File: src/sv/rcset_pkg.sv
// Package for the RC switch edge trigger: widths, register indexes,
// position and reason codes, and the structs passed between modules.
// No dependencies.
`default_nettype none

package rcset_pkg;

    localparam int unsigned WidthW  = 16;
    localparam int unsigned TimeW   = 32;
    localparam int unsigned CfgIdxW = 3;
    localparam int unsigned PosW    = 2;
    localparam int unsigned ReasonW = 4;

    typedef enum logic [CfgIdxW-1:0] {
        CFG_VALID_MIN  = 3'd0,
        CFG_LOW_UPPER  = 3'd1,
        CFG_HIGH_LOWER = 3'd2,
        CFG_VALID_MAX  = 3'd3,
        CFG_DEBOUNCE   = 3'd4,
        CFG_COOLDOWN   = 3'd5
    } t_cfg_idx;

    typedef enum logic [PosW-1:0] {
        POS_UNKNOWN = 2'd0,
        POS_LOW     = 2'd1,
        POS_HIGH    = 2'd2
    } t_pos;

    typedef enum logic [ReasonW-1:0] {
        REASON_RANGE        = 4'd0,
        REASON_TIME_BACK    = 4'd1,
        REASON_BAND         = 4'd2,
        REASON_STEADY_LOW   = 4'd3,
        REASON_STEADY_HIGH  = 4'd4,
        REASON_DEB_LOW      = 4'd5,
        REASON_DEB_HIGH     = 4'd6,
        REASON_ARMED        = 4'd7,
        REASON_HIGH_UNARMED = 4'd8,
        REASON_COOLDOWN     = 4'd9,
        REASON_EDGE         = 4'd10
    } t_reason;

    typedef struct packed {
        logic [WidthW-1:0] valid_min_width;
        logic [WidthW-1:0] low_upper_width;
        logic [WidthW-1:0] high_lower_width;
        logic [WidthW-1:0] valid_max_width;
        logic [WidthW-1:0] debounce_time;
        logic [WidthW-1:0] cooldown_time;
    } t_cfg;

    typedef struct packed {
        logic               accepted;
        logic               trigger;
        logic               armed;
        logic [PosW-1:0]    stable_pos;
        logic [ReasonW-1:0] reason_code;
    } t_result;

endpackage

`default_nettype wire

File: src/sv/rcset_if.sv
// Handshake channel interfaces: sample input, result output and register write.
// Depends on rcset_pkg for the field widths.
`default_nettype none

interface rcset_in_if
    import rcset_pkg::*;
();
    logic              valid;
    logic              ready;
    logic [WidthW-1:0] pwm_value;
    logic [TimeW-1:0]  sample_time;

    modport source (output valid, output pwm_value, output sample_time, input ready);
    modport sink   (input valid, input pwm_value, input sample_time, output ready);
endinterface

interface rcset_out_if
    import rcset_pkg::*;
();
    logic               valid;
    logic               ready;
    logic               accepted;
    logic               trigger;
    logic               armed;
    logic [PosW-1:0]    stable_pos;
    logic [ReasonW-1:0] reason_code;

    modport source (output valid, output accepted, output trigger, output armed,
                    output stable_pos, output reason_code, input ready);
    modport sink   (input valid, input accepted, input trigger, input armed,
                    input stable_pos, input reason_code, output ready);
endinterface

interface rcset_cfg_if
    import rcset_pkg::*;
();
    logic               valid;
    logic               ready;
    logic [CfgIdxW-1:0] index;
    logic [WidthW-1:0]  data;

    modport source (output valid, output index, output data, input ready);
    modport sink   (input valid, input index, input data, output ready);
endinterface

`default_nettype wire

File: src/sv/rcset_cfg.sv
// Configuration register file for the six threshold and timing registers.
// Depends on rcset_pkg and rcset_cfg_if.
`default_nettype none

module rcset_cfg
    import rcset_pkg::*;
(
    input  wire logic   i_clk,
    input  wire logic   i_rst_n,
    rcset_cfg_if.sink   i_cfg,
    output t_cfg        o_cfg
);

    t_cfg r_cfg;

    assign i_cfg.ready = 1'b1;
    assign o_cfg       = r_cfg;

    always_ff @(posedge i_clk) begin
        if (!i_rst_n) begin
            r_cfg.valid_min_width  <= 16'd900;
            r_cfg.low_upper_width  <= 16'd1300;
            r_cfg.high_lower_width <= 16'd1700;
            r_cfg.valid_max_width  <= 16'd2100;
            r_cfg.debounce_time    <= 16'd50;
            r_cfg.cooldown_time    <= 16'd1000;
        end else if (i_cfg.valid) begin
            unique case (t_cfg_idx'(i_cfg.index))
                CFG_VALID_MIN:  r_cfg.valid_min_width  <= i_cfg.data;
                CFG_LOW_UPPER:  r_cfg.low_upper_width  <= i_cfg.data;
                CFG_HIGH_LOWER: r_cfg.high_lower_width <= i_cfg.data;
                CFG_VALID_MAX:  r_cfg.valid_max_width  <= i_cfg.data;
                CFG_DEBOUNCE:   r_cfg.debounce_time    <= i_cfg.data;
                CFG_COOLDOWN:   r_cfg.cooldown_time    <= i_cfg.data;
                default: ;
            endcase
        end
    end

endmodule

`default_nettype wire

File: src/sv/rcset_core.sv
// Switch state and the single-pass decision logic for one sample.
// Depends on rcset_pkg.
`default_nettype none

module rcset_core
    import rcset_pkg::*;
(
    input  wire logic              i_clk,
    input  wire logic              i_rst_n,
    input  wire logic              i_step,
    input  wire logic [WidthW-1:0] i_pwm_value,
    input  wire logic [TimeW-1:0]  i_sample_time,
    input  wire t_cfg              i_cfg,
    output t_result                o_result
);

    logic             r_have_last_time, n_have_last_time;
    logic [TimeW-1:0] r_last_time,      n_last_time;
    t_pos             r_pending_pos,    n_pending_pos;
    logic             r_have_pending,   n_have_pending;
    logic [TimeW-1:0] r_pending_since,  n_pending_since;
    t_pos             r_settled_pos,    n_settled_pos;
    logic             r_armed_flag,     n_armed_flag;
    logic             r_have_fired,     n_have_fired;
    logic [TimeW-1:0] r_fired_time,     n_fired_time;

    t_pos             pos;
    logic             range_bad;
    logic             time_bad;
    logic             new_pending;
    logic [TimeW-1:0] since_eff;
    logic [TimeW-1:0] pend_elapsed;
    logic [TimeW-1:0] fire_elapsed;
    logic             debounced;
    logic             cooldown_block;
    t_reason          reason;
    logic             accepted;
    logic             trigger;

    always_comb begin
        range_bad = (i_pwm_value < i_cfg.valid_min_width) ||
                    (i_pwm_value > i_cfg.valid_max_width);
        time_bad  = r_have_last_time && (i_sample_time < r_last_time);

        if (i_pwm_value <= i_cfg.low_upper_width) begin
            pos = POS_LOW;
        end else if (i_pwm_value >= i_cfg.high_lower_width) begin
            pos = POS_HIGH;
        end else begin
            pos = POS_UNKNOWN;
        end

        new_pending    = !r_have_pending || (r_pending_pos != pos);
        since_eff      = new_pending ? i_sample_time : r_pending_since;
        pend_elapsed   = i_sample_time - since_eff;
        fire_elapsed   = i_sample_time - r_fired_time;
        debounced      = pend_elapsed >= {{(TimeW-WidthW){1'b0}}, i_cfg.debounce_time};
        cooldown_block = r_have_fired &&
                         (fire_elapsed < {{(TimeW-WidthW){1'b0}}, i_cfg.cooldown_time});
    end

    always_comb begin
        n_have_last_time = r_have_last_time;
        n_last_time      = r_last_time;
        n_pending_pos    = r_pending_pos;
        n_have_pending   = r_have_pending;
        n_pending_since  = r_pending_since;
        n_settled_pos    = r_settled_pos;
        n_armed_flag     = r_armed_flag;
        n_have_fired     = r_have_fired;
        n_fired_time     = r_fired_time;
        accepted         = 1'b0;
        trigger          = 1'b0;
        reason           = REASON_RANGE;

        if (range_bad) begin
            reason = REASON_RANGE;
        end else if (time_bad) begin
            reason = REASON_TIME_BACK;
        end else begin
            accepted         = 1'b1;
            n_have_last_time = 1'b1;
            n_last_time      = i_sample_time;
            if (pos == POS_UNKNOWN) begin
                n_pending_pos   = POS_UNKNOWN;
                n_have_pending  = 1'b0;
                n_pending_since = '0;
                reason          = REASON_BAND;
            end else if (pos == r_settled_pos) begin
                n_pending_pos   = POS_UNKNOWN;
                n_have_pending  = 1'b0;
                n_pending_since = '0;
                reason          = (pos == POS_LOW) ? REASON_STEADY_LOW : REASON_STEADY_HIGH;
            end else if (!debounced) begin
                n_pending_pos   = pos;
                n_have_pending  = 1'b1;
                n_pending_since = since_eff;
                reason          = (pos == POS_LOW) ? REASON_DEB_LOW : REASON_DEB_HIGH;
            end else begin
                n_settled_pos   = pos;
                n_pending_pos   = POS_UNKNOWN;
                n_have_pending  = 1'b0;
                n_pending_since = '0;
                if (pos == POS_LOW) begin
                    n_armed_flag = 1'b1;
                    reason       = REASON_ARMED;
                end else if (!r_armed_flag) begin
                    reason = REASON_HIGH_UNARMED;
                end else begin
                    n_armed_flag = 1'b0;
                    if (cooldown_block) begin
                        reason = REASON_COOLDOWN;
                    end else begin
                        n_have_fired = 1'b1;
                        n_fired_time = i_sample_time;
                        trigger      = 1'b1;
                        reason       = REASON_EDGE;
                    end
                end
            end
        end

        o_result.accepted    = accepted;
        o_result.trigger     = trigger;
        o_result.armed       = n_armed_flag;
        o_result.stable_pos  = n_settled_pos;
        o_result.reason_code = reason;
    end

    always_ff @(posedge i_clk) begin
        if (!i_rst_n) begin
            r_have_last_time <= 1'b0;
            r_last_time      <= '0;
            r_pending_pos    <= POS_UNKNOWN;
            r_have_pending   <= 1'b0;
            r_pending_since  <= '0;
            r_settled_pos    <= POS_UNKNOWN;
            r_armed_flag     <= 1'b0;
            r_have_fired     <= 1'b0;
            r_fired_time     <= '0;
        end else if (i_step) begin
            r_have_last_time <= n_have_last_time;
            r_last_time      <= n_last_time;
            r_pending_pos    <= n_pending_pos;
            r_have_pending   <= n_have_pending;
            r_pending_since  <= n_pending_since;
            r_settled_pos    <= n_settled_pos;
            r_armed_flag     <= n_armed_flag;
            r_have_fired     <= n_have_fired;
            r_fired_time     <= n_fired_time;
        end
    end

    a_reject_holds_state: assert property (@(posedge i_clk) disable iff (!i_rst_n)
        (i_step && !o_result.accepted) |=>
            $stable(r_last_time) && $stable(r_settled_pos) && $stable(r_armed_flag))
        else $error("rejected sample changed the switch state");

    a_trigger_records_fire: assert property (@(posedge i_clk) disable iff (!i_rst_n)
        (i_step && o_result.trigger) |=>
            r_have_fired && !r_armed_flag && (r_fired_time == $past(i_sample_time)))
        else $error("trigger did not record its fire time or clear the armed flag");

    a_trigger_needs_arm: assert property (@(posedge i_clk) disable iff (!i_rst_n)
        (i_step && o_result.trigger) |-> (r_armed_flag && o_result.stable_pos == POS_HIGH))
        else $error("trigger fired without a prior armed low");

    a_pending_clear: assert property (@(posedge i_clk) disable iff (!i_rst_n)
        !r_have_pending |-> (r_pending_pos == POS_UNKNOWN))
        else $error("pending position set with no pending flag");

endmodule

`default_nettype wire

File: src/sv/rc_switch_edge_trigger.sv
// RC switch edge trigger top level: input register, decision core, result register.
// An input transfer fills the input register; the core result moves to the result
// register once it is empty or taken, which also frees the input side. Throughput
// is one sample per cycle while results are taken. Synchronous active-low reset
// restores the register defaults, clears the switch state and empties both registers.
`default_nettype none

module rc_switch_edge_trigger
    import rcset_pkg::*;
(
    input  wire logic   i_clk,
    input  wire logic   i_rst_n,
    rcset_in_if.sink    i_in,
    rcset_out_if.source o_out,
    rcset_cfg_if.sink   i_cfg
);

    logic              r_in_valid;
    logic [WidthW-1:0] r_in_pwm_value;
    logic [TimeW-1:0]  r_in_sample_time;
    logic              r_out_valid;
    t_result           r_out;

    t_cfg              cfg;
    t_result           result;
    logic              advance;
    logic              in_xfer;

    assign advance    = r_in_valid && (!r_out_valid || o_out.ready);
    assign i_in.ready = !r_in_valid || advance;
    assign in_xfer    = i_in.valid && i_in.ready;

    rcset_cfg u_cfg (
        .i_clk   (i_clk),
        .i_rst_n (i_rst_n),
        .i_cfg   (i_cfg),
        .o_cfg   (cfg)
    );

    rcset_core u_core (
        .i_clk         (i_clk),
        .i_rst_n       (i_rst_n),
        .i_step        (advance),
        .i_pwm_value   (r_in_pwm_value),
        .i_sample_time (r_in_sample_time),
        .i_cfg         (cfg),
        .o_result      (result)
    );

    always_ff @(posedge i_clk) begin
        if (!i_rst_n) begin
            r_in_valid  <= 1'b0;
            r_out_valid <= 1'b0;
        end else begin
            if (in_xfer) begin
                r_in_valid <= 1'b1;
            end else if (advance) begin
                r_in_valid <= 1'b0;
            end
            if (advance) begin
                r_out_valid <= 1'b1;
            end else if (o_out.ready) begin
                r_out_valid <= 1'b0;
            end
        end
    end

    always_ff @(posedge i_clk) begin
        if (in_xfer) begin
            r_in_pwm_value   <= i_in.pwm_value;
            r_in_sample_time <= i_in.sample_time;
        end
        if (advance) begin
            r_out <= result;
        end
    end

    assign o_out.valid       = r_out_valid;
    assign o_out.accepted    = r_out.accepted;
    assign o_out.trigger     = r_out.trigger;
    assign o_out.armed       = r_out.armed;
    assign o_out.stable_pos  = r_out.stable_pos;
    assign o_out.reason_code = r_out.reason_code;

endmodule

`default_nettype wire
File: src/flat_wrapper.sv
// flat-port wrapper written by rule: the top's interface ports become plain ports
module rc_switch_edge_trigger_flat import rcset_pkg::*;
  (i_clk, i_rst_n, i_in_valid, i_in_pwm_value, i_in_sample_time, i_in_ready, o_out_valid, o_out_accepted, o_out_trigger, o_out_armed, o_out_stable_pos, o_out_reason_code, o_out_ready, i_cfg_valid, i_cfg_index, i_cfg_data, i_cfg_ready);
  rcset_in_if i_in_i ();
  rcset_out_if o_out_i ();
  rcset_cfg_if i_cfg_i ();
  input  wire logic i_clk;
  input  wire logic i_rst_n;
  input wire logic [$bits(i_in_i.valid)-1:0] i_in_valid;
  input wire logic [$bits(i_in_i.pwm_value)-1:0] i_in_pwm_value;
  input wire logic [$bits(i_in_i.sample_time)-1:0] i_in_sample_time;
  output wire logic [$bits(i_in_i.ready)-1:0] i_in_ready;
  output wire logic [$bits(o_out_i.valid)-1:0] o_out_valid;
  output wire logic [$bits(o_out_i.accepted)-1:0] o_out_accepted;
  output wire logic [$bits(o_out_i.trigger)-1:0] o_out_trigger;
  output wire logic [$bits(o_out_i.armed)-1:0] o_out_armed;
  output wire logic [$bits(o_out_i.stable_pos)-1:0] o_out_stable_pos;
  output wire logic [$bits(o_out_i.reason_code)-1:0] o_out_reason_code;
  input wire logic [$bits(o_out_i.ready)-1:0] o_out_ready;
  input wire logic [$bits(i_cfg_i.valid)-1:0] i_cfg_valid;
  input wire logic [$bits(i_cfg_i.index)-1:0] i_cfg_index;
  input wire logic [$bits(i_cfg_i.data)-1:0] i_cfg_data;
  output wire logic [$bits(i_cfg_i.ready)-1:0] i_cfg_ready;
  assign i_in_i.valid = i_in_valid;
  assign i_in_i.pwm_value = i_in_pwm_value;
  assign i_in_i.sample_time = i_in_sample_time;
  assign i_in_ready = i_in_i.ready;
  assign o_out_valid = o_out_i.valid;
  assign o_out_accepted = o_out_i.accepted;
  assign o_out_trigger = o_out_i.trigger;
  assign o_out_armed = o_out_i.armed;
  assign o_out_stable_pos = o_out_i.stable_pos;
  assign o_out_reason_code = o_out_i.reason_code;
  assign o_out_i.ready = o_out_ready;
  assign i_cfg_i.valid = i_cfg_valid;
  assign i_cfg_i.index = i_cfg_index;
  assign i_cfg_i.data = i_cfg_data;
  assign i_cfg_ready = i_cfg_i.ready;
  rc_switch_edge_trigger u_core (.i_clk(i_clk), .i_rst_n(i_rst_n), .i_in(i_in_i), .o_out(o_out_i), .i_cfg(i_cfg_i));
endmodule
File: config.mk
export PLATFORM = sky130hd
export DESIGN_NAME = rc_switch_edge_trigger_flat
export DESIGN_NICKNAME = d
export VERILOG_FILES = /design/src/sv/rcset_pkg.sv /design/src/sv/rcset_if.sv /design/src/sv/rcset_cfg.sv /design/src/sv/rcset_core.sv /design/src/sv/rc_switch_edge_trigger.sv /design/src/flat_wrapper.sv
export SDC_FILE = /design/constraint.sdc
export NUM_CORES = 1
export LEC_CHECK = 0
export BUFFER_PORTS_ARGS = -buffer_cell sky130_fd_sc_hd__buf_2
export CORE_UTILIZATION = 45
export DETAILED_ROUTE_END_ITERATION = 10
export GPL_TIMING_DRIVEN = 0
export HOLD_SLACK_MARGIN = 0.05
export PLACE_DENSITY = 0.73
export SLEW_MARGIN = 20
export SYNTH_ARGS = -nofsm -noshare
export SYNTH_HDL_FRONTEND = slang
export SYNTH_SLANG_ARGS = --single-unit
File: constraint.sdc
create_clock -name i_clk -period 21.8 [get_ports i_clk]
set_clock_uncertainty 0.2 [all_clocks]
set_input_delay 0 -clock i_clk [delete_from_list [all_inputs] [get_ports i_clk]]
set_output_delay 0 -clock i_clk [all_outputs]
set_load 0.1 [all_outputs]
==> summary.txt <==
Outcome
  – Status: finished, final reports clean

Worst setup path
  – Worst setup path start: u_core.r_in_pwm_value[0]
  – CP max FO: 10
  – CP peak stage delay: 800 ps
  – R2r setup slk: 12210 ps
  – Critical Path RT: 22090 ps
  – Reg2reg end: u_core.u_core.r_pending_since[27]
  – Cell family with most CP delay: compound AO/OA/AOI/OAI gates
  – Crit Reg-Reg Startpoint: u_core.r_in_pwm_value[0]
  – Buffers & Inverters on Critical Path: 6
  – Critical Path AT: 9880 ps
  – Startpoint types: flop
  – Worst R2R Path Depth: 31
  – Setup crit end kind: flop
  – Setup Crit Path Kind: reg2reg
  – Slowest CP cell: a2111oi_0

Timing
  – Setup TNS: 0 ps
  – Post-layout minimum cycle time: 9590 ps
  – Fin Hold WS: 86.6 ps
  – RSZ-0062 raised after global routing: no
  – Tcrit/Tclk final: 44.0%
  – Max-slew violations: 0
  – Setup-failing EPs final: 0
  – Final hold violation count: 0
  – Worst slew pin tran: 1090 ps
  – F_max: 0.104 GHz
  – Worst rel slew slack: 26.3%

Route
  – Total wire length: 44800 um
  – Iteration-0 DRC Markers: 985
  – Via density: 5.50
  – Routed wire per std cell: 16.8 um
  – DRC errors left: 0
  – TritonRoute pass-1 iters: 5
  – Routed Antenna Nets: 0
  – Via count: 14.7k

Floorplanning
  – Die area: 0.0366 mm2
  – Core area: 0.0349 mm2
  – Die X: 191 um
  – Num rows: 68
  – Die Y: 191 um
  – # IOs: 84
  – Initial core utilization: 46.2%

Logic synthesis
  – Syn_area_per_cell: 8.25 um2
  – Number of synthesized register bits: 259
  – Synth top area share: 25.1%
  – Asr flop ratio synth: 0%
  – Synth top cells by count: 347 x nand2_1, 202 x dfxtp_1, 198 x a21oi_1, 187 x ha_1, 178 x inv_1
  – Synth top area cells: dfxtp_1 25%, ha_1 15%, edfxtp_1 11%
  – Post-synth EDFFs: 57
  – Post-Synthesis Cell Area: 0.0161 mm2
  – Yosys warns: 0
  – Synth Flop Type: dfxtp_1
  – Cells after Synth: 1953
  – Largest area contributor in the netlist: dfxtp_1
  – Syn_nets: 2214
  – Count leader, synth: nand2_1
  – Synth cell types: 82
  – Sequential cell area fraction in the yosys report: 35.7%

Clock network
  – Htree depth: 1
  – Clk slew on worst S/H paths: 60 ps
  – Clk Latency, worst-skew pair: 580 ps
  – Clock Path Buffers: 3
  – Post-CTS Resized: 0
  – CTS tree: built
  – Total CTS buffers: 31
  – Root buffer cell: clkbuf_16
  – Clk sinks: 259

Hold path
  – Hold Crit Start: i_cfg_data[0]
  – Min-Delay Path Class: in2reg
  – WHS Endpoint: u_core.u_cfg.o_cfg[32]
  – Hold Path Depth: 4

GRT
  – Initial antenna violation count: 0
  – Grt total ovfl: 0
  – Vias in the first global route: 14.1k
  – First-pass GRT wire length: 71300 um
  – Global Route Usage Sum: 24.5%
  – Largest net degree at the start of global routing: 27

Layout
  – Syn-to-layout area delta: 20.8%
  – Fin nets: 2457
  – Fraction of layout cells with a size suffix above 1: 7.88%
  – ANT cells: 0
  – Fillcell total: 3128

Job
  – Max_cap viols: 0

Placement
  – HPWL Detailed: 33400 um
  – Port bufs: 81
  – GPL Wtd Cong: 0.944

Power
  – Power Density: 65.6 mW/mm2
  – Leak Pwr: 7.90 nW
  – Overall power: 0.00128 W
  – Peak VDD IR: 0.0583 mV
## worst register-to-register path, delay by kind of cell (launching register included)
family / cells / cell delay, ps
adders and majority gates: 4 / 1130
muxes: 2 / 490
xor gates and xnor gates: 1 / 160
buffers and inverters: 6 / 1800
AOI/OAI and AO/OA: 10 / 3040
DFF: 1 / 380
and+or+nand+nor: 8 / 2300
## routing by layer
layer	global-route usage [%]	wire length [um]	part of all wire, %	vias up
met5	0	0	0	-
met4	7.75	1140	2.5	0
met3	3.16	2280	5.1	71
met2	40.3	20400	45	374
met1	33.3	21000	47	6934
li1	-	-	-	7333
## worst max path at each step
stage | end | slack (ps) | cells past startpoint
after floorplan | u_core.u_core.r_have_fired | 14670 | 32
after global routing | u_core.u_core.r_pending_since[12] | 11500 | 31
after detailed placement | u_core.u_core.r_pending_since[27] | 12440 | 31
final | u_core.u_core.r_pending_since[27] | 12210 | 31
after CTS | u_core.u_core.r_pending_since[27] | 12370 | 31
after global placement | u_core.u_core.r_pending_since[25] | 12570 | 31
## timing repair
item                                   4_1_cts  5_1_grt
hold buffers                               128        0
setup buffers                                0        0
endpoints found under the hold margin      233        0
## power breakdown
part,switching (W),total [W],internal (W)
sequential,0.0000133,0.000517,0.000504
combinational,0.000131,0.000224,0.0000931
clock,0.000212,0.000537,0.000325
total,0.000357,0.00128,0.000922
## flip-flops by register name, summed over array words and instances, names as in the netlist, 2 cells and up
signal                         flops
u_core.u_cfg.o_cfg                96
u_core.r_in_sample_time           32
u_core.u_core.r_fired_time        32
u_core.u_core.r_last_time         32
u_core.u_core.r_pending_since     32
u_core.r_in_pwm_value             16
u_core.o_out.reason_code           4
u_core.o_out.stable_pos            2
u_core.u_core.r_pending_pos        2
u_core.u_core.r_settled_pos        2
## layout by cell type (no fill, tap or decap), drive strengths merged, types with 4 or more instances in the layout
master / instances
nor2: 133
nand2b: 14
o211ai: 39
o21bai: 10
a2111oi: 5
a21o: 39
ha: 187
inv: 179
o22ai: 5
nand4: 33
a221oi: 4
nor4: 8
nand3: 20
nor3: 17
o21a: 15
or2: 7
dlygate4sd3: 128
edfxtp: 57
and3: 10
a221o: 4
a21oi: 200
and2: 10
o21ai: 102
dfxtp: 202
a211oi: 21
a22oi: 4
xnor2: 22
a31oi: 8
nor2b: 13
clkinv: 8
buf: 101
and4: 8
o31ai: 4
xor2: 22
clkbuf: 108
mux2i: 69
nand2: 347
## through the flow
| stage | instances | setup WS [ps] | cell area [um2] | utilization [%] |
|---|---|---|---|---|
| 2_1_floorplan | 1953 | 14670 | 16100 | - |
| 6_report | 2676 | 12210 | 19500 | 55.8 |
| 5_1_grt | 2676 | 11500 | 19500 | 55.8 |
| 4_1_cts | 2676 | 12370 | 19500 | 55.8 |
| 3_5_place_dp | 2490 | 12440 | 17100 | 49.1 |
| 3_3_place_gp | 2489 | 12570 | 17100 | 49.0 |
## cell families after synthesis
| kind of cell | synth area share [%] |
|---|---|
| other | 0.0233 |
| XOR/XNOR | 2.39 |
| AND/OR/NAND/NOR | 17.3 |
| flip-flops | 35.7 |
| adder cells (fa/ha/maj) | 14.8 |
| AO/OA/AOI/OAI | 19.2 |
| buffers and inverters | 6.33 |
| multiplexers | 4.35 |
## area by class of cell
cell class / instances / area, um2 / area share, %
multi-input combinational: 1435 / 9350 / 48.0
clock inverter: 12 / 130 / 0.668
clock buffer: 46 / 952 / 4.89
buffer: 81 / 352 / 1.80
sequential: 259 / 5760 / 29.5
timing repair buffer: 210 / 1710 / 8.76
tap: 455 / 569 / 2.92
inverter: 178 / 668 / 3.43
No activity file was read; power rests on OpenSTA's default activity.
